**src/hw/rtl/bqf_pkg.sv**
```systemverilog
`default_nettype none
// ----------------------------------------------------------------------------
// bqf_pkg: shared types and constants of the biquad filter
// Sample and coefficient formats, register indexes, payload structs and
// the tag that travels with each item from the front end to the back end.
// ----------------------------------------------------------------------------
package bqf_pkg;

  // sample format, signed Q1.15
  localparam int unsigned SAMPLE_WIDTH  = 16;
  // default coefficient width, signed Q3.28 (sign plus three integer bits)
  localparam int unsigned COEF_WIDTH    = 32;
  localparam int unsigned COEF_INT_BITS = 4;
  // entries in the queue between front and back
  localparam int unsigned QUEUE_DEPTH   = 4;
  localparam int unsigned CFG_IDX_WIDTH = 3;
  // accumulator wraps at 64 bits for very wide formats
  localparam int unsigned ACC_MAX_WIDTH = 64;

  typedef enum logic [CFG_IDX_WIDTH-1:0] {
    REG_COEF_B0       = 3'd0,
    REG_COEF_B1       = 3'd1,
    REG_COEF_B2       = 3'd2,
    REG_COEF_A1       = 3'd3,
    REG_COEF_A2       = 3'd4,
    REG_FILTER_ENABLE = 3'd5
  } reg_idx_e;

  typedef enum logic {
    CMD_FILTER  = 1'b0,
    CMD_PRELOAD = 1'b1
  } command_e;

  // what the back end has to do with a queued item
  typedef enum logic [1:0] {
    KIND_FILTER  = 2'd0,
    KIND_BYPASS  = 2'd1,
    KIND_PRELOAD = 2'd2
  } kind_e;

  typedef struct packed {
    command_e                       command;
    logic signed [SAMPLE_WIDTH-1:0] sample_value;
  } in_item_t;

  typedef struct packed {
    logic signed [SAMPLE_WIDTH-1:0] filtered_sample;
    logic                           saturated;
  } out_item_t;

  typedef struct packed {
    kind_e                          kind;
    logic signed [SAMPLE_WIDTH-1:0] value;
  } item_tag_t;

  // saturation bounds, sign-extended to the compare width
  localparam logic signed [63:0] SAT_HI = {{(64-SAMPLE_WIDTH+1){1'b0}},
                                           {(SAMPLE_WIDTH-1){1'b1}}};
  localparam logic signed [63:0] SAT_LO = ~SAT_HI;

  // full-precision sum of five products, capped at the wrap width
  function automatic int unsigned acc_width(int unsigned coef_w);
    int unsigned full_w;
    full_w = SAMPLE_WIDTH + coef_w + 3;
    return (full_w > ACC_MAX_WIDTH) ? ACC_MAX_WIDTH : full_w;
  endfunction

endpackage
`default_nettype wire

```
**src/hw/rtl/bqf_back.sv**
```systemverilog
`default_nettype none
// ----------------------------------------------------------------------------
// bqf_back: feedback, rounding and saturation
// Pops queued items, closes the output recursion with one a1*y1 multiply
// per item (a2*y2 is prepared ahead in a register) and holds the output register.
// ----------------------------------------------------------------------------
module bqf_back #(
  parameter  int unsigned COEF_WIDTH = bqf_pkg::COEF_WIDTH,
  localparam int unsigned ACC_W      = bqf_pkg::acc_width(COEF_WIDTH)
) (
  input  wire logic                         clk_i,
  input  wire logic                         rst_ni,
  input  wire logic                         head_valid_i,
  input  wire bqf_pkg::item_tag_t           head_tag_i,
  input  wire logic signed [ACC_W-1:0]      head_ff_i,
  output logic                              pop_o,
  input  wire logic signed [COEF_WIDTH-1:0] coef_a1_i,
  input  wire logic signed [COEF_WIDTH-1:0] coef_a2_i,
  output logic                              out_valid_o,
  input  wire logic                         out_stall_i,
  output bqf_pkg::out_item_t                out_data_o
);

  localparam int unsigned SW     = bqf_pkg::SAMPLE_WIDTH;
  localparam int unsigned PROD_W = COEF_WIDTH + SW;
  localparam int unsigned FRAC_W = COEF_WIDTH - bqf_pkg::COEF_INT_BITS;
  localparam logic signed [ACC_W-1:0] ROUND_HALF = ACC_W'(1) << (FRAC_W - 1);

  logic signed [SW-1:0]     y1_q, y1_d, y2_q, y2_d;
  logic signed [PROD_W-1:0] p2_q, p1;
  logic signed [ACC_W-1:0]  acc;
  logic signed [63:0]       res64;
  logic                     sat_hi, sat_lo;
  logic signed [SW-1:0]     y_new;
  logic                     out_valid_q, out_valid_d;
  bqf_pkg::out_item_t       out_data_q, out_data_d;

  assign pop_o = head_valid_i && (!out_valid_q || !out_stall_i);

  // recursion: ff - a1*y1 - a2*y2, round half up, saturate
  assign p1     = PROD_W'(coef_a1_i) * PROD_W'(y1_q);
  assign acc    = head_ff_i - ACC_W'(p1) - ACC_W'(p2_q) + ROUND_HALF;
  assign res64  = 64'($signed(acc[ACC_W-1:FRAC_W]));
  assign sat_hi = (res64 > bqf_pkg::SAT_HI);
  assign sat_lo = (res64 < bqf_pkg::SAT_LO);
  assign y_new  = sat_hi ? bqf_pkg::SAT_HI[SW-1:0] :
                  sat_lo ? bqf_pkg::SAT_LO[SW-1:0] : res64[SW-1:0];

  // history and output register next values
  always_comb begin
    y1_d        = y1_q;
    y2_d        = y2_q;
    out_data_d  = out_data_q;
    out_valid_d = out_valid_q && out_stall_i;
    if (pop_o) begin
      case (head_tag_i.kind)
        bqf_pkg::KIND_FILTER: begin
          y1_d                       = y_new;
          y2_d                       = y1_q;
          out_valid_d                = 1'b1;
          out_data_d.filtered_sample = y_new;
          out_data_d.saturated       = sat_hi || sat_lo;
        end
        bqf_pkg::KIND_BYPASS: begin
          out_valid_d                = 1'b1;
          out_data_d.filtered_sample = head_tag_i.value;
          out_data_d.saturated       = 1'b0;
        end
        bqf_pkg::KIND_PRELOAD: begin
          y1_d = head_tag_i.value;
          y2_d = head_tag_i.value;
        end
        default: ;
      endcase
    end
  end

  // a2*y2 for the next item is formed while this one is delivered
  always_ff @(posedge clk_i or negedge rst_ni) begin
    if (!rst_ni) begin
      y1_q        <= '0;
      y2_q        <= '0;
      p2_q        <= '0;
      out_valid_q <= 1'b0;
    end else begin
      y1_q        <= y1_d;
      y2_q        <= y2_d;
      p2_q        <= PROD_W'(coef_a2_i) * PROD_W'(y2_d);
      out_valid_q <= out_valid_d;
    end
  end

  always_ff @(posedge clk_i) begin
    out_data_q <= out_data_d;
  end

  assign out_valid_o = out_valid_q;
  assign out_data_o  = out_data_q;

endmodule
`default_nettype wire

```
**config.mk**
```make
export PLATFORM = sky130hd
export DESIGN_NAME = bqf_back
export DESIGN_NICKNAME = d
export VERILOG_FILES = /design/src/hw/rtl/bqf_pkg.sv /design/src/hw/rtl/bqf_back.sv
export SDC_FILE = /design/constraint.sdc
export NUM_CORES = 2
export LEC_CHECK = 0
export ABC_AREA = 1
export BUFFER_PORTS_ARGS = -buffer_cell sky130_fd_sc_hd__buf_2
export CAP_MARGIN = 20
export CORE_ASPECT_RATIO = 1.1
export CORE_UTILIZATION = 65
export CTS_CLUSTER_SIZE = 28
export DETAILED_ROUTE_END_ITERATION = 12
export PLACE_DENSITY_LB_ADDON = 0.2
export REMOVE_ABC_BUFFERS = 1
export SLEW_MARGIN = 20
export SYNTH_ARGS = -nofsm -noshare
export SYNTH_HDL_FRONTEND = slang
export SYNTH_SLANG_ARGS = --single-unit
```
**constraint.sdc**
```tcl
create_clock -name clk_i -period 7.6 [get_ports clk_i]
set_input_delay 0.38 -clock clk_i [delete_from_list [all_inputs] [get_ports clk_i]]
set_output_delay 0.38 -clock clk_i [all_outputs]
set_load 0.02 [all_outputs]
```
==> out/metrics.yaml <==
vias: 34045
yosys_warnings: 0
start_kind: "flip-flop"
worst_slack_ns: 0.320
synthDistinctLibCells: 48
grt_pass1_wl_um: 201000
avgSynthCellArea_um2: 8.12
numCtsBuffers: 9
fin_skew_ns: 0.0124
cap_violations: 0
synth_area_mm2: 0.0434
grt_usage: 0.398
area_growth_pct: 5.13
fillCellCount: 5383
r2r_start: "y1_q[2]"
utilization: 0.696
place_congestion: 1.04
endpoint: "out_data_o[1]"
synth_ff_type: "dfrtp_1"
ant_nets: 0
start_util: 0.662
area.sequential_mm2: 0.00254
slowest_delay_ns: 0.60
path_buf_inv: 6
port_buffers: 155
timing.final.crit_share: 0.958
holdWs_ns: 0.283
netlist_top_cells_area: "fa_1 50%, inv_1 13%, nand2_1 11%"
drv_slew: 0
period_needed_ns: 7.28
antenna_found_initial: 2
syn_inst: 5339
multi_input_area_mm2: 0.0341
setup.worst_path.class: "reg -> reg"
ios: 156
pre_cts_slack_ns: 0.0602
end_kind: "flip-flop"
ys_async_sr_fraction: 0.827
vias_per_cell: 5.46
synth_top_area_frac: 0.496
max_clock_freq_mhz: 137
ys_ff_latch: 98
route.detailed.drc: 0
crit_required_ns: 7.69
cp_top_family: "adder cells"
setup.worst_path.start: "y1_q[2]"
crit_arrival_ns: 7.37
yosysSeqAreaShare: 0.0585
die_h_um: 273
hold_path.class: "in -> reg"
r2r_slack_ns: 0.32
die_x_um: 248
grt_pass1_vias: 36841
nets: 6881
cts_root_buf: "clkbuf_16"
outcome: "complete, no violations"
firstDrtPassIters: 6
final_cells: 6235
worstMarginPinSlew_ns: 1.04
path_depth: 30
dp_hpwl_um: 107000
setup_viol: 0
drt_iter0_drc: 2731
synth_edf_count: 17
synthTopCellsByCount: "1,556 x inv_1, 1,271 x nand2_1, 1,075 x fa_1"
drt_wl_total_um: 128000
drive_above_1_share: 0.0637
htreeDepth: 3
grt_max_degree: 73
rows: 98
grt-ovfl-total: 0
crit_slowest_cell: "dfrtp_1"
reg2reg_depth: 30
yosysMostFrequentCell: "inv_1"
cts.sinks: 98
dpl.cell_count: 6215
cts_tree: "built"
cts_buffer_depth: 2
slew_headroom: 0.309
cts.clk_slew.worst_paths_ns: 0.07
insertion_delay_ns: 0.36
die-area_mm2: 0.0678
r2r_end: "out_data_o[1]"
final_hold_viol_count: 0
yosysTopAreaCell: "fa_1"
post_drt_wl_per_cell_um: 20.5
crit_path_max_fanout: 11
core_area_mm2: 0.0655
antenna_cells: 0
-- per-stage QoR --
stage               area (µm²)  TNS (ns)
global placement         45200         0
finish                   45600         0
floorplan                42500    -15.96
detailed placement       45200         0
CTS                      45500         0
global route             45600   -0.0556
-- area by class of cell --
type	instances	area share
multi-input combinational	3448	0.748
inverter	1572	0.129
sequential	98	0.0558
timing repair buffer	251	0.0371
tap	850	0.0233
clock buffer	11	0.00510
clock inverter	5	0.000823
-- logic make-up after synthesis --
family / synth area share
AND/OR/NAND/NOR: 0.156
AO/OA/AOI/OAI: 0.0352
flip-flops: 0.0585
adder cells (fa/ha/maj): 0.579
XOR/XNOR: 0.0151
buffers and inverters: 0.156
-- tightest hold or removal path, cell delays in order --
cell and delay (ns):
buf_2 0.07, nand2_1 0.05, o21ai_0 0.10
-- placed cells by master (no fill, tap or decap), drive strengths merged, types with 11 or more instances in the layout --
cell type     n
a21oi       141
a31oi        23
buf         250
clkbuf       11
dfrtp        81
edfxtp       17
fa         1075
ha          289
inv        1573
nand2      1287
nand3        46
nand4        12
nor2        360
nor3         11
o21ai        76
o21bai       14
xnor2        36
xor2         39
-- timing repair --
action,CTS,global route
hold endpoints to repair,9,0
hold buffers,1,0
buffers inserted,0,3
gates resized for setup,0,23
setup endpoints to repair,0,39
-- sequential cells by signal, indices dropped and copies added, names as in the netlist --
| signal | flops |
|---|---|
| out_valid_o | 1 |
| y2_q | 16 |
| p2_q | 48 |
| y1_q | 16 |
| out_data_o | 17 |
-- per-layer routing --
metal	vias up	global-route usage	routed length, µm	share of wire
li1	15070	-	-	-
met1	16810	0.497	45900	0.36
met2	1730	0.654	61400	0.48
met3	433	0.0619	11700	0.092
met4	2	0.237	8790	0.069
met5	-	0	17	0.00013
-- worst min path at each step --
stage,startpoint,to,slack [ns],cells past startpoint
5_1_grt,out_stall_i,out_valid_o,0.30,3
2_1_floorplan,rst_ni,out_valid_o,0.08,0
3_3_place_gp,rst_ni,out_valid_o,0.23,1
3_5_place_dp,rst_ni,out_valid_o,0.23,1
4_1_cts,out_stall_i,out_valid_o,0.27,3
6_report,out_stall_i,out_valid_o,0.28,3
Power is left out: the tool's default activity adds up to more than one toggle a clock period on the data nets, which glitch-free logic cannot reach.
