$ cat src/hw/rtl/bqf_pkg.sv
`default_nettype none
// ----------------------------------------------------------------------------
// bqf_pkg: shared types and constants of the biquad filter
// Sample and coefficient formats, register indexes, payload structs and
// the tag that travels with each item from the front end to the back end.
// ----------------------------------------------------------------------------
package bqf_pkg;

  // sample format, signed Q1.15
  localparam int unsigned SAMPLE_WIDTH  = 16;
  // default coefficient width, signed Q3.28 (sign plus three integer bits)
  localparam int unsigned COEF_WIDTH    = 32;
  localparam int unsigned COEF_INT_BITS = 4;
  // entries in the queue between front and back
  localparam int unsigned QUEUE_DEPTH   = 4;
  localparam int unsigned CFG_IDX_WIDTH = 3;
  // accumulator wraps at 64 bits for very wide formats
  localparam int unsigned ACC_MAX_WIDTH = 64;

  typedef enum logic [CFG_IDX_WIDTH-1:0] {
    REG_COEF_B0       = 3'd0,
    REG_COEF_B1       = 3'd1,
    REG_COEF_B2       = 3'd2,
    REG_COEF_A1       = 3'd3,
    REG_COEF_A2       = 3'd4,
    REG_FILTER_ENABLE = 3'd5
  } reg_idx_e;

  typedef enum logic {
    CMD_FILTER  = 1'b0,
    CMD_PRELOAD = 1'b1
  } command_e;

  // what the back end has to do with a queued item
  typedef enum logic [1:0] {
    KIND_FILTER  = 2'd0,
    KIND_BYPASS  = 2'd1,
    KIND_PRELOAD = 2'd2
  } kind_e;

  typedef struct packed {
    command_e                       command;
    logic signed [SAMPLE_WIDTH-1:0] sample_value;
  } in_item_t;

  typedef struct packed {
    logic signed [SAMPLE_WIDTH-1:0] filtered_sample;
    logic                           saturated;
  } out_item_t;

  typedef struct packed {
    kind_e                          kind;
    logic signed [SAMPLE_WIDTH-1:0] value;
  } item_tag_t;

  // saturation bounds, sign-extended to the compare width
  localparam logic signed [63:0] SAT_HI = {{(64-SAMPLE_WIDTH+1){1'b0}},
                                           {(SAMPLE_WIDTH-1){1'b1}}};
  localparam logic signed [63:0] SAT_LO = ~SAT_HI;

  // full-precision sum of five products, capped at the wrap width
  function automatic int unsigned acc_width(int unsigned coef_w);
    int unsigned full_w;
    full_w = SAMPLE_WIDTH + coef_w + 3;
    return (full_w > ACC_MAX_WIDTH) ? ACC_MAX_WIDTH : full_w;
  endfunction

endpackage
`default_nettype wire

$ cat src/hw/rtl/bqf_front.sv
`default_nettype none
// ----------------------------------------------------------------------------
// bqf_front: input stage and feedforward products
// Accepts beats, classifies them, keeps the input history and forms
// b0*x + b1*x1 + b2*x2 in two registered steps before queueing the item.
// ----------------------------------------------------------------------------
module bqf_front #(
  parameter  int unsigned COEF_WIDTH = bqf_pkg::COEF_WIDTH,
  localparam int unsigned ACC_W      = bqf_pkg::acc_width(COEF_WIDTH),
  localparam int unsigned CNT_W      = $clog2(bqf_pkg::QUEUE_DEPTH + 1)
) (
  input  wire logic                         clk_i,
  input  wire logic                         rst_ni,
  input  wire logic                         in_valid_i,
  output logic                              in_stall_o,
  input  wire bqf_pkg::in_item_t            in_data_i,
  input  wire logic signed [COEF_WIDTH-1:0] coef_b0_i,
  input  wire logic signed [COEF_WIDTH-1:0] coef_b1_i,
  input  wire logic signed [COEF_WIDTH-1:0] coef_b2_i,
  input  wire logic                         filter_enable_i,
  input  wire logic        [CNT_W-1:0]      queue_count_i,
  output logic             [1:0]            inflight_o,
  output logic                              push_o,
  output bqf_pkg::item_tag_t                push_tag_o,
  output logic signed      [ACC_W-1:0]      push_ff_o
);

  localparam int unsigned SW     = bqf_pkg::SAMPLE_WIDTH;
  localparam int unsigned PROD_W = COEF_WIDTH + SW;
  localparam int unsigned OCC_W  = CNT_W + 1;

  logic                    accept;
  logic [OCC_W-1:0]        occupancy;
  logic signed [SW-1:0]    x1_q, x2_q;
  bqf_pkg::item_tag_t      tag_in;
  logic                    va_q, vb_q;
  bqf_pkg::item_tag_t      tag_a_q, tag_b_q;
  logic signed [SW-1:0]    x1_a_q, x2_a_q;
  logic signed [PROD_W-1:0] pb0_q, pb1_q, pb2_q;

  // credit check: queue entries plus items still in the two stages
  assign occupancy  = OCC_W'(queue_count_i) + OCC_W'(va_q) + OCC_W'(vb_q);
  assign in_stall_o = (occupancy >= OCC_W'(bqf_pkg::QUEUE_DEPTH));
  assign accept     = in_valid_i && !in_stall_o;
  assign inflight_o = 2'(va_q) + 2'(vb_q);

  // classify the beat
  always_comb begin
    tag_in.value = in_data_i.sample_value;
    if (in_data_i.command == bqf_pkg::CMD_PRELOAD) begin
      tag_in.kind = bqf_pkg::KIND_PRELOAD;
    end else if (filter_enable_i) begin
      tag_in.kind = bqf_pkg::KIND_FILTER;
    end else begin
      tag_in.kind = bqf_pkg::KIND_BYPASS;
    end
  end

  // input history and stage valids
  always_ff @(posedge clk_i or negedge rst_ni) begin
    if (!rst_ni) begin
      x1_q <= '0;
      x2_q <= '0;
      va_q <= 1'b0;
      vb_q <= 1'b0;
    end else begin
      va_q <= accept;
      vb_q <= va_q;
      if (accept) begin
        case (tag_in.kind)
          bqf_pkg::KIND_PRELOAD: begin
            x1_q <= tag_in.value;
            x2_q <= tag_in.value;
          end
          bqf_pkg::KIND_FILTER: begin
            x1_q <= tag_in.value;
            x2_q <= x1_q;
          end
          default: ;
        endcase
      end
    end
  end

  // stage a: snapshot of sample and history
  always_ff @(posedge clk_i) begin
    if (accept) begin
      tag_a_q <= tag_in;
      x1_a_q  <= x1_q;
      x2_a_q  <= x2_q;
    end
  end

  // stage b: three feedforward products
  always_ff @(posedge clk_i) begin
    tag_b_q <= tag_a_q;
    pb0_q   <= PROD_W'(coef_b0_i) * PROD_W'(tag_a_q.value);
    pb1_q   <= PROD_W'(coef_b1_i) * PROD_W'(x1_a_q);
    pb2_q   <= PROD_W'(coef_b2_i) * PROD_W'(x2_a_q);
  end

  // feedforward sum goes into the queue
  assign push_o     = vb_q;
  assign push_tag_o = tag_b_q;
  assign push_ff_o  = ACC_W'(pb0_q) + ACC_W'(pb1_q) + ACC_W'(pb2_q);

endmodule
`default_nettype wire

$ cat config.mk
export PLATFORM = sky130hd
export DESIGN_NAME = bqf_front
export DESIGN_NICKNAME = d
export VERILOG_FILES = /design/src/hw/rtl/bqf_pkg.sv /design/src/hw/rtl/bqf_front.sv
export SDC_FILE = /design/constraint.sdc
export NUM_CORES = 2
export LEC_CHECK = 0
export BUFFER_PORTS_ARGS = -buffer_cell sky130_fd_sc_hd__buf_2
export CORE_MARGIN = 5
export CORE_UTILIZATION = 60
export CTS_BUF_LIST = sky130_fd_sc_hd__clkbuf_8
export DETAILED_ROUTE_END_ITERATION = 8
export HOLD_SLACK_MARGIN = 0.02
export PLACE_DENSITY = 0.77
export SYNTH_ARGS = -nofsm -noshare
export SYNTH_HDL_FRONTEND = slang
export SYNTH_SLANG_ARGS = --single-unit
$ cat constraint.sdc
create_clock -name clk_i -period 18.72 [get_ports clk_i]
set_clock_uncertainty 0.05 [all_clocks]
set_input_delay 1.872 -clock clk_i [delete_from_list [all_inputs] [get_ports clk_i]]
set_output_delay 1.872 -clock clk_i [all_outputs]
set_load 0.02 [all_outputs]
==> flow_summary_export.csv <==
group,metric,value,unit
placed_design,hpwl,130900,um
sta,period_share,0.4404,
yosys,netlist-cell-type-count,77,
clock_network,cts_tree,"built",
sta,rsz0062_at_grt,"no",
yosys,async_flop_share,0.1382,
clock_network,cts-htree-levels,2,
clock_network,ctsHoldBuffers,0,
yosys,netlist_area,62570,sq um
cells_and_area,layout-drive-gt1-share,0.04929,
clock_network,path_clk_slew,0.06,ns
route,drt-pass1-iter-count,6,
grt,antenna_found_initial,14,
yosys,synth_most_common_cell,"inv_1",
setup_path,worst_setup_path_start_kind,"flip-flop",
route,via_per_inst,5.559,
yosys,synth_seq_cells,246,
setup_path,r2r-end,"pb0_q[29]",
cells_and_area,post-route-util,0.6329,
cells_and_area,nNetsFinal,8802,
route,routed_wl,162600,um
sta,hold_viol_final,0,
route,avgRoutedWirePerCell,19.82,um
setup_path,required,19.19,ns
sta,max_freq,121.3,MHz
sta,period_needed,8.245,ns
die,die_h,332.9,um
hold_path,hold_class,"flip-flop to flip-flop",
yosys,synth.top_cell.area_share,0.4821,
yosys,syn_nets,8777,
yosys,yosys_most_used_dff,"dfxtp_1",
grt,use_met2,0.5082,
yosys,synthTopCellsByCount,"inv_1 (1698), fa_1 (1507), nand2_1 (927), and2_1 (624), ha_1 (392)",
clock_network,numCtsBuffers,42,
clock_network,clk_path_buf_depth,3,
clock_network,clk_latency,0.63,ns
sta,setup_tns,0,ns
die,die-area,110800,sq um
sta,slew-limit-headroom,0.1299,
route,ant_nets,0,
hold_path,min_path_cells,0,
grt,grt_max_degree,53,
setup_path,end_kind,"flip-flop",
yosys,synth-seq-area-share,0.08942,
route,vias,45610,
yosys,yosysTopAreaCell,"fa_1",
hold_path,min_from,"tag_a_q[17]",
setup_path,reg2reg_from,"tag_a_q[15]",
yosys,syn_avg_cell_area,9.259,sq um
clock_network,cts_resized,0,
sta,finalSetupViolations,0,
die,die_x,332.9,um
route,drt_iter0_markers,3373,
yosys,synth_cells,6758,
clock_network,cts-root-buf,"clkbuf_8",
setup_path,r2r_cells,20,
grt,grt_pass1_wl,266500,um
setup_path,arrival,8.72,ns
yosys,yosys_warnings,0,
grt,busiest_layer,"met2",
run,drv_cap,0,
setup_path,critPathMaxFanout,27,
grt,grt_pass1_vias,50550,
cells_and_area,area_growth,4.683,%
status,outcome,"finished clean",
die,ios,193,
route,drc_errors,0,
die,num_rows,118,
die,start_util,0.6046,
grt,grt_overflow,0,
die,core_area,103500,sq um
hold_path,min_to,"push_tag_o[17]",
placed_design,portBuffers,192,
setup_path,path_class,"flip-flop to flip-flop",
cells_and_area,nFillCells,8606,
sta,slew_violations,0,
grt,gr-usage-met3,0.07872,
yosys,ys_top_cells_by_area,"fa_1 (48%), inv_1 (10%), ha_1 (7.8%), and2_1 (6.2%), nand2_1 (5.6%)",
grt,grt_use_met1,0.3828,
grt,grt_usage,0.3029,
placed_design,place_congestion,0.9474,
clock_network,numClockSinks,246,
sta,worstMarginPinSlew,1.305,ns
yosys,synth_edf_count,50,
clock_network,cts_setup_buffers,0,
setup_path,rrSetupSlack,10.48,ns
## registers in the layout, indices dropped and copies added, names as in the netlist
| name | count |
|---|---|
| pb0_q | 48 |
| x2_a_q | 16 |
| pb1_q | 48 |
| tag_a_q | 18 |
| push_o | 1 |
| x2_q | 16 |
| va_q | 1 |
| pb2_q | 48 |
| x1_q | 16 |
| x1_a_q | 16 |
| push_tag_o | 18 |
## stage by stage
stage | hold slack, ns | instances | setup WS, ns | area [sq um]
after floorplan | 0.2733 | 6758 | 10.78 | 62570
after global placement | 0.2755 | 8119 | 10.42 | 64650
after CTS | 0.2916 | 8197 | 10.69 | 65480
after detailed placement | 0.2785 | 8119 | 10.31 | 64650
after global routing | 0.2941 | 8198 | 10.13 | 65490
final | 0.2893 | 8205 | 10.48 | 65500
## layout by cell type, fill, tap and decap left out, types with 17 or more instances in the layout
cell type  instances
buf_2            192
edfxtp_1          50
nor3_1            20
nand2b_1          36
inv_1           1713
nor2b_1           21
xor2_1            56
nand4_1           17
fa_1            1507
xnor2_1          141
nor2_1           170
and3_1            29
a211oi_1          17
a31oi_1           18
o21bai_1          19
o21a_1            20
o21ai_0           95
buf_4             45
dfrtp_1           34
clkbuf_8          48
dfxtp_1          162
a21o_1            84
nand2_1          927
a21oi_1          175
and2_1           623
nand3_1           25
ha_1             392
## critical path, stage by stage (launching register included)
cell,delay [ns]
edfxtp_1,0.77
clkinv_1,1.11
nor2_1,0.40
fa_1,0.49
fa_1,0.48
fa_1,0.54
fa_1,0.46
fa_1,0.52
inv_1,0.05
fa_1,0.47
inv_1,0.04
ha_1,0.33
and2_1,0.19
a221oi_1,0.43
o2111a_1,0.26
a21oi_1,0.06
a31oi_1,0.36
o21ai_0,0.19
o41ai_1,0.53
nor4b_1,0.11
a211o_1,0.25
## layout make-up
| type | count | area [sq um] | area share |
|---|---|---|---|
| Multi-Input combinational cell | 4555 | 49640 | 0.7578 |
| Clock inverter | 30 | 177.7 | 0.002712 |
| Sequential cell | 246 | 5595 | 0.08542 |
| Tap cell | 1380 | 1727 | 0.02636 |
| Antenna cell | 8 | 20.02 | 0.0003056 |
| Timing Repair Buffer | 237 | 1299 | 0.01983 |
| Inverter | 1701 | 6385 | 0.09747 |
| Clock buffer | 48 | 660.6 | 0.01009 |
## worst max path at each step
stage             startpoint         to  slack (ns)
2_1_floorplan  coef_b1_i[31]  pb1_q[46]       10.78
3_3_place_gp   coef_b0_i[20]  pb0_q[29]       10.42
3_5_place_dp   coef_b0_i[14]  pb0_q[29]       10.31
4_1_cts          tag_a_q[15]  pb0_q[29]       10.69
5_1_grt          tag_a_q[15]  pb0_q[29]       10.13
6_report         tag_a_q[15]  pb0_q[29]       10.48
## metal layers
metal	vias to the layer above	wire length, um	share of wire
met4	8	7037	0.043
li1	19790	-	-
met5	-	48	0.00030
met3	493	16580	0.10
met2	2000	78210	0.48
met1	23330	60740	0.37
## cells by family (layout without fill, tap and decap cells)
family                     Yosys count  after routing  synth area share
muxes                               32             32          0.005439
adders and majority gates         1899           1899            0.5605
DFF                                246            246           0.08942
xor gates and xnor gates           197            197           0.02757
other                                0              8                 0
buffers and inverters             1957           2016            0.1175
AOI/OAI and AO/OA                  521            521           0.05319
and+or+nand+nor                   1906           1906            0.1464
Power is not shown: default switching activity piles up to over one toggle a cycle in this logic, so the estimate is an artifact.
