$ cat config.mk
export PLATFORM = sky130hd
export DESIGN_NAME = bqf_fifo
export DESIGN_NICKNAME = d
export VERILOG_FILES = /design/src/hw/rtl/bqf_pkg.sv /design/src/hw/rtl/bqf_fifo.sv
export SDC_FILE = /design/constraint.sdc
export NUM_CORES = 1
export LEC_CHECK = 0
export ABC_AREA = 0
export ABC_CLOCK_PERIOD_IN_PS = 2400
export BUFFER_PORTS_ARGS = -buffer_cell sky130_fd_sc_hd__buf_2
export CORE_UTILIZATION = 50
export DETAILED_ROUTE_END_ITERATION = 8
export GPL_TIMING_DRIVEN = 0
export HOLD_SLACK_MARGIN = 0.15
export PLACE_DENSITY = 0.82
export SYNTH_ARGS = -nofsm -noshare
export SYNTH_HDL_FRONTEND = slang
export SYNTH_SLANG_ARGS = --single-unit
$ cat constraint.sdc
create_clock -name clk_i -period 2.4 [get_ports clk_i]
set_input_delay 0 -clock clk_i [delete_from_list [all_inputs] [get_ports clk_i]]
set_output_delay 0 -clock clk_i [all_outputs]
set_load 0.005 [all_outputs]
$ cat src/hw/rtl/bqf_pkg.sv
`default_nettype none
// ----------------------------------------------------------------------------
// bqf_pkg: shared types and constants of the biquad filter
// Sample and coefficient formats, register indexes, payload structs and
// the tag that travels with each item from the front end to the back end.
// ----------------------------------------------------------------------------
package bqf_pkg;

  // sample format, signed Q1.15
  localparam int unsigned SAMPLE_WIDTH  = 16;
  // default coefficient width, signed Q3.28 (sign plus three integer bits)
  localparam int unsigned COEF_WIDTH    = 32;
  localparam int unsigned COEF_INT_BITS = 4;
  // entries in the queue between front and back
  localparam int unsigned QUEUE_DEPTH   = 4;
  localparam int unsigned CFG_IDX_WIDTH = 3;
  // accumulator wraps at 64 bits for very wide formats
  localparam int unsigned ACC_MAX_WIDTH = 64;

  typedef enum logic [CFG_IDX_WIDTH-1:0] {
    REG_COEF_B0       = 3'd0,
    REG_COEF_B1       = 3'd1,
    REG_COEF_B2       = 3'd2,
    REG_COEF_A1       = 3'd3,
    REG_COEF_A2       = 3'd4,
    REG_FILTER_ENABLE = 3'd5
  } reg_idx_e;

  typedef enum logic {
    CMD_FILTER  = 1'b0,
    CMD_PRELOAD = 1'b1
  } command_e;

  // what the back end has to do with a queued item
  typedef enum logic [1:0] {
    KIND_FILTER  = 2'd0,
    KIND_BYPASS  = 2'd1,
    KIND_PRELOAD = 2'd2
  } kind_e;

  typedef struct packed {
    command_e                       command;
    logic signed [SAMPLE_WIDTH-1:0] sample_value;
  } in_item_t;

  typedef struct packed {
    logic signed [SAMPLE_WIDTH-1:0] filtered_sample;
    logic                           saturated;
  } out_item_t;

  typedef struct packed {
    kind_e                          kind;
    logic signed [SAMPLE_WIDTH-1:0] value;
  } item_tag_t;

  // saturation bounds, sign-extended to the compare width
  localparam logic signed [63:0] SAT_HI = {{(64-SAMPLE_WIDTH+1){1'b0}},
                                           {(SAMPLE_WIDTH-1){1'b1}}};
  localparam logic signed [63:0] SAT_LO = ~SAT_HI;

  // full-precision sum of five products, capped at the wrap width
  function automatic int unsigned acc_width(int unsigned coef_w);
    int unsigned full_w;
    full_w = SAMPLE_WIDTH + coef_w + 3;
    return (full_w > ACC_MAX_WIDTH) ? ACC_MAX_WIDTH : full_w;
  endfunction

endpackage
`default_nettype wire

$ cat src/hw/rtl/bqf_fifo.sv
`default_nettype none
// ----------------------------------------------------------------------------
// bqf_fifo: small register queue
// Decouples the feedforward front end from the recursive back end. The
// writer never pushes into a full queue; it tracks space by credits.
// ----------------------------------------------------------------------------
module bqf_fifo #(
  parameter  int unsigned WIDTH = 8,
  parameter  int unsigned DEPTH = bqf_pkg::QUEUE_DEPTH,
  localparam int unsigned PTR_W = (DEPTH > 1) ? $clog2(DEPTH) : 1,
  localparam int unsigned CNT_W = $clog2(DEPTH + 1)
) (
  input  wire logic             clk_i,
  input  wire logic             rst_ni,
  input  wire logic             push_i,
  input  wire logic [WIDTH-1:0] data_i,
  input  wire logic             pop_i,
  output logic      [WIDTH-1:0] data_o,
  output logic                  valid_o,
  output logic      [CNT_W-1:0] count_o
);

  logic [WIDTH-1:0] mem_q [DEPTH];
  logic [PTR_W-1:0] wr_ptr_q, wr_ptr_d;
  logic [PTR_W-1:0] rd_ptr_q, rd_ptr_d;
  logic [CNT_W-1:0] count_q, count_d;
  logic             do_pop;

  assign do_pop  = pop_i && (count_q != '0);
  assign data_o  = mem_q[rd_ptr_q];
  assign valid_o = (count_q != '0);
  assign count_o = count_q;

  // pointer and fill count update
  always_comb begin
    wr_ptr_d = wr_ptr_q;
    rd_ptr_d = rd_ptr_q;
    count_d  = count_q;
    if (push_i) begin
      wr_ptr_d = (wr_ptr_q == PTR_W'(DEPTH - 1)) ? '0 : wr_ptr_q + 1'b1;
    end
    if (do_pop) begin
      rd_ptr_d = (rd_ptr_q == PTR_W'(DEPTH - 1)) ? '0 : rd_ptr_q + 1'b1;
    end
    if (push_i && !do_pop) begin
      count_d = count_q + 1'b1;
    end else if (!push_i && do_pop) begin
      count_d = count_q - 1'b1;
    end
  end

  always_ff @(posedge clk_i or negedge rst_ni) begin
    if (!rst_ni) begin
      wr_ptr_q <= '0;
      rd_ptr_q <= '0;
      count_q  <= '0;
    end else begin
      wr_ptr_q <= wr_ptr_d;
      rd_ptr_q <= rd_ptr_d;
      count_q  <= count_d;
    end
  end

  // storage, no reset
  always_ff @(posedge clk_i) begin
    if (push_i) begin
      mem_q[wr_ptr_q] <= data_i;
    end
  end

endmodule
`default_nettype wire

==> results of run 1 <==
==> final cells by class <==
cell class              count  share of cell area
clock inverters             3              0.0199
repair buffers             35               0.121
flip-flops and latches     39               0.584
plain buffers               2             0.00579
multi-input cells          34               0.216
inverters                   3             0.00579
clock buffers               5              0.0193
well taps                  44              0.0283
==> power by group through the flow <==
| stage | clock network (mW) | logic [mW] | registers [mW] |
|---|---|---|---|
| finish | 0.412 | 0.690 | 0.963 |
| detailed placement | 0 | 0.692 | 0.981 |
| CTS | 0.424 | 0.708 | 0.967 |
| global placement | 0 | 0.662 | 0.968 |
| floorplan | 0 | 0.467 | 0.966 |
| global route | 0.458 | 0.770 | 0.982 |
==> cell families after synthesis <==
| group | synth area share |
|---|---|
| XOR/XNOR | 0.0167 |
| AND/OR/NAND/NOR | 0.0420 |
| AO/OA/AOI/OAI | 0.00634 |
| multiplexers | 0.140 |
| adder cells (fa/ha/maj) | 0.0603 |
| flip-flops | 0.720 |
| buffers and inverters | 0.0143 |
==> per-layer routing <==
metal  routed length (um)  global-route usage
met5                    0                   0
met4                   46              0.0714
met3                   83              0.0670
met2                 1280               0.282
met1                  959               0.208
==> critical path, stage by stage, from the launching register on <==
cell	delay (ns)
dfrtp_1	0.45
or3_4	0.40
nand2_4	0.10
ha_1	0.18
inv_1	0.07
fa_1	0.39
xor2_1	0.17
nor2_1	0.12
xor2_1	0.15
==> cells in the final DEF (no fill, tap or decap), types with 3 or more instances in the layout <==
master	synthesis	final
clkbuf_4	0	5
and2_1	4	4
ha_1	6	6
nor2_1	3	3
inv_1	3	3
mux4_2	8	8
dlygate4sd3_1	0	12
buf_2	0	23
dfrtp_1	7	7
edfxtp_1	32	32
==> worst paths after layout <==
path	to	slack, ns
setup / recovery	count_o[2]	0.28
hold / removal	mem_q[2][6]	0.41
setup reg to reg	count_o[2]	0.28
hold reg to reg	count_o[2]	0.49
max in group asynchronous	wr_ptr_q[1]	1.55
min in group asynchronous	count_o[0]	0.60
==> timing repair <==
item,in CTS,in global routing
hold buffers,12,0
hold endpoints to repair,44,0
gates resized for setup,0,0
==> stage by stage <==
step / std cells / setup WS, ns / power [mW] / hold slack (ns)
4_1_cts: 165 / 0.267 / 2.10 / 0.392
3_5_place_dp: 145 / 0.304 / 1.67 / -0.157
2_1_floorplan: 78 / 0.424 / 1.43 / -0.296
6_report: 165 / 0.285 / 2.07 / 0.406
3_3_place_gp: 145 / 0.388 / 1.63 / -0.160
5_1_grt: 165 / 0.144 / 2.21 / 0.387
==> sequential cells by signal, indices dropped and copies added, names as in the netlist <==
signal,cells
count_o,3
mem_q,32
rd_ptr_q,2
wr_ptr_q,2
==> summary.txt, run 1 <==
Status
  – Outcome: finished clean

Layout
  – Core Util, Final: 0.642
  – Final nets: between 100 and 150
  – Total area of sequential cells: 0.00114 mm^2
  – Multi-input logic area: 419 um^2
  – Layout fillers: 224
  – Area delta synth->final: 23.2%
  – Final instance area: 0.00194 mm^2
  – ANT cells: 0
  – Layout cell share with drive strength beyond 1: 0.364

Pwr
  – Logic pwr share: 0.334
  – Switching Fraction: 0.282
  – VDD IR-drop max: 0.532 mV
  – Clk network pwr share: 0.199
  – Cell Int Power: approximately 1.5 mW
  – Switch Pwr: between 0.5 and 0.6 mW
  – Leak: 0.745 nW
  – Flop pwr share: 0.467
  – Power per cell area: 1060 mW/mm^2

STA
  – Tmin final: about 2.1 ns
  – Maximum clock frequency: 473 MHz
  – Worst Skew: 0.0109 ns
  – Final Setup Violations: 0
  – Setup TNS: 0 ns
  – Final worst-path cycle share: 0.881
  – RSZ-0062 raised after global routing: false
  – Final Hold Vio Count: 0
  – Rel. slew slack: 0.648
  – Pins Over Slew Limit: 0
  – Actual slew at the worst max-slew pin: 0.528 ns

Hold path
  – Hold Crit Class: input pin to register
  – Worst hold path depth: 2
  – Min-delay src: data_i[6]

Run
  – MaxCap Viol Count: 0

Clock network
  – Worst-Skew Late Latency: 0.34 ns
  – Sink Count: 39
  – CTS root buf: clkbuf_4
  – CTS buffer count: 5
  – Clock transition at path regs: 0.11 ns
  – Maximum clock path buffer count: 2
  – H-Tree Level Count: 2
  – Postcts setup bufs: 0
  – CTS tree: done

Route
  – Mean number of vias per cell: roughly 5
  – Final WL: ~2400 um
  – Routed length per instance: around 14 um
  – Initial drt markers: 15
  – Via total after detailed routing: 807
  – Post-route ant nets: 0
  – Drt pass-1 iters: 4
  – Residual DRC: 0

Yosys
  – Top-area cell type share of the netlist area: 0.609
  – Register area share after synthesis: 0.720
  – Commonest cells in the synthesized netlist: edfxtp_1 (32), mux4_2 (8), dfrtp_1 (7)
  – Most common flop cell mapped by yosys: edfxtp_1
  – Mapped Nets: 97
  – Ys async rst share: 0.179
  – Seq cells post-synth: 39
  – Top-count cell post-synth: edfxtp_1
  – Ys Warns: 0
  – Post-Synthesis Cells: 78
  – Synth unique cells: 18
  – Mapped Area: roughly 0.0016 mm^2
  – Synth area leader: edfxtp_1
  – Synth top area cells: edfxtp_1 (61%), mux4_2 (11%), dfrtp_1 (11%), ha_1 (4.8%), mux2_4 (1.9%)
  – Post-synth EDFFs: 32
  – Syn_area_per_cell: a little over 20 um^2

Setup path
  – Max FO, Critical Path: 4
  – Worst reg2reg path startpoint: count_o[0]
  – R2R depth: 8
  – Startpoint type of the worst setup path: register
  – Critical path class: register to register
  – Crit path arrival time: 2.38 ns
  – Worst path required time: approximately 2.7 ns
  – Worst Setup End Kind: register
  – Worst Setup SP: count_o[0]

Floorplan
  – Core Region: 0.00303 mm^2
  – IO Pins: 24
  – FP Rows: 20
  – Die width: 58.2 um
  – Die height: 58.2 um
  – Initial Utilization: 0.521
  – DIE AREA: between 0.003 and 0.004 mm^2

Global route
  – First-pass GRT wire length: 3960 um
  – Initial antenna violation count: 0
  – Largest net degree at the start of global routing: 13
  – Total track usage: 0.173
  – Remaining Overflow, GRT: 0
  – Vias in the first global route: 821

Placed design
  – HPWL after DPL: 1590 um
  – Port buffer count: 23
  – DP Area: 0.00175 mm^2
  – Global placer's final weighted congestion: approximately 0.67
Power figures use the tool's default switching activity.
==> run 2: changes to the inputs <==
--- a/config.mk
+++ b/config.mk
@@ -13,6 +13,7 @@
 export GPL_TIMING_DRIVEN = 0
 export HOLD_SLACK_MARGIN = 0.15
 export PLACE_DENSITY = 0.82
+export RECOVER_POWER = 25
 export SYNTH_ARGS = -nofsm -noshare
 export SYNTH_HDL_FRONTEND = slang
 export SYNTH_SLANG_ARGS = --single-unit
==> run 2 against run 1 <==
Effect of this change: clock power barely moved; sequential share of layout area rose by 0.23 points; cell area fell by 0.39%; utilization fell by 0.25 points; via count rose by 0.25%; non-clock buffer count did not move; routed wire length rose by 0.13%; register-to-register slack barely moved; clock skew barely moved; largest power group unchanged.
==> summary.txt, run 2 (same netlist as run 1, synthesis figures left out) <==
Status
  – Outcome: finished clean

Route
  – Routed length per instance: 14.4 um
  – Residual DRC: 0
  – Via total after detailed routing: between 800 and 900
  – Post-route ant nets: 0
  – Drt pass-1 iters: 2
  – Mean number of vias per cell: 4.90
  – Initial drt markers: 11
  – Final WL: 2370 um

Pwr
  – Switching Fraction: 0.282
  – Leak: 0.729 nW
  – Power per cell area: approximately 1100 mW/mm^2
  – Flop pwr share: 0.467
  – Clk network pwr share: 0.200
  – Switch Pwr: slightly below 0.6 mW
  – Cell Int Power: 1.48 mW
  – VDD IR-drop max: 0.533 mV
  – Logic pwr share: 0.334

STA
  – Maximum clock frequency: 474 MHz
  – Worst Skew: 0.0107 ns
  – Setup TNS: 0 ns
  – RSZ-0062 raised after global routing: false
  – Tmin final: 2.11 ns
  – Pins Over Slew Limit: 0
  – Rel. slew slack: 0.642
  – Actual slew at the worst max-slew pin: 0.538 ns
  – Final worst-path cycle share: 0.879
  – Final Setup Violations: 0
  – Final Hold Vio Count: 0

Setup path
  – Worst path required time: ~2.7 ns
  – Max incr delay on CP: 0.45 ns
  – Cell mode on critical path: xor2_1
  – Worst reg2reg path endpoint: count_o[2]
  – Worst Setup SP: count_o[0]
  – Worst Setup EP: count_o[2]
  – Worst reg2reg path startpoint: count_o[0]
  – Worst Setup End Kind: register
  – Critical path class: register to register
  – R2R depth: 8
  – Critical path, cell by cell: or3_4, nand2_4, ha_1, inv_1, fa_1, xor2_1, nor2_1, xor2_1
  – Crit path arrival time: 2.37 ns
  – Max FO, Critical Path: 4
  – Worst reg-to-reg setup slack: 0.29 ns
  – Startpoint type of the worst setup path: register
  – CP max stage cell: dfrtp_1

Global route
  – Largest net degree at the start of global routing: 13
  – Vias in the first global route: 821
  – Total track usage: 0.173
  – Remaining Overflow, GRT: 0
  – First-pass GRT wire length: ~4000 um
  – Initial antenna violation count: 0

Floorplan
  – IO Pins: 24
  – Initial Utilization: 0.521
  – Die height: 58.2 um
  – Die width: 58.2 um
  – DIE AREA: 0.00338 mm^2
  – Core Region: 0.00303 mm^2
  – FP Rows: 20

Clock network
  – Maximum clock path buffer count: 2
  – CTS buffer count: 5
  – CTS tree: done
  – Worst-Skew Late Latency: 0.34 ns
  – Resized cells post-CTS: 0
  – Clock transition at path regs: ~0.11 ns
  – Sink Count: 39
  – CTS root buf: clkbuf_4
  – H-Tree Level Count: 2

Layout
  – Layout fillers: 220
  – Commonest non-fill, non-tap cell in the layout: edfxtp_1
  – Layout cell share with drive strength beyond 1: 0.314
  – Most flops, register: mem_q
  – Most frequent cells in the layout: edfxtp_1 (32), buf_2 (17), dlygate4sd3_1 (12)
  – ANT cells: 0
  – Final instance area: 0.00194 mm^2
  – Final nets: 139
  – Max FFs per register: 32
  – Area delta synth->final: 22.8%

Run
  – MaxCap Viol Count: 0

Placed design
  – DP Area: 0.00175 mm^2
  – Port buffer count: 23
  – HPWL after DPL: 1590 um
  – Global placer's final weighted congestion: around 0.67

Hold path
  – Worst hold path depth: 2
  – Hold Crit Class: input pin to register
-- run 2: cell types whose count changed in the layout (fill, tap and decap cells not counted), sizes merged --
cell    change
buf         -6
clkbuf      +6
-- run 2: timing repair --
action | 4_1_cts | 5_1_grt
setup buffers | 0 | 0
endpoints found under the hold margin | 44 | 0
hold buffers | 12 | 0
-- run 2: critical path, delay by kind of cell, from the launching register on --
kind / cells / cell delay [ns]
flops: 1 / 0.45
simple gates: 3 / 0.62
xor+xnor: 2 / 0.32
fa+ha+maj: 2 / 0.57
buf+inv: 1 / 0.07
-- run 2: worst min-delay path by stage --
stage / start / slack, ns / to
5_1_grt: data_i[5] / 0.41 / mem_q[1][5]
2_1_floorplan: rst_ni / -0.30 / count_o[0]
3_3_place_gp: rst_ni / -0.16 / count_o[0]
3_5_place_dp: rst_ni / -0.16 / count_o[0]
4_1_cts: data_i[1] / 0.39 / mem_q[2][1]
6_report: data_i[5] / 0.41 / mem_q[2][5]
-- run 2: layout make-up --
cell class                 count  area, um^2  area share
clock buffer                   5        37.5      0.0194
clock inverter                 3        38.8      0.0200
multi-input combinational     34         419       0.216
timing repair buffer          35         228       0.118
buffer                         2        11.3     0.00581
inverter                       3        11.3     0.00581
tap                           44        55.1      0.0284
sequential                    39        1140       0.587
-- run 2: per-layer routing --
layer,global-route usage,share of wire
met5,0,0
met4,0.0714,0.018
met3,0.0670,0.035
met2,0.282,0.53
met1,0.208,0.41
-- run 2: power by group through the flow --
stage          Clock (mW)  Combinational (mW)  Sequential [mW]
2_1_floorplan           0               0.467            0.966
3_3_place_gp            0               0.662            0.968
3_5_place_dp            0               0.692            0.981
4_1_cts             0.424               0.708            0.967
5_1_grt             0.458               0.769            0.982
6_report            0.412               0.689            0.963
-- run 2: metrics by stage --
stage	hold slack (ns)	utilization	cells	power [mW]	worst slack [ns]
4_1_cts	0.392	0.642	165	2.10	0.267
6_report	0.413	0.640	165	2.06	0.289
3_3_place_gp	-0.160	0.577	145	1.63	0.388
3_5_place_dp	-0.157	0.577	145	1.67	0.304
2_1_floorplan	-0.296	-	78	1.43	0.424
5_1_grt	0.411	0.640	165	2.21	0.144
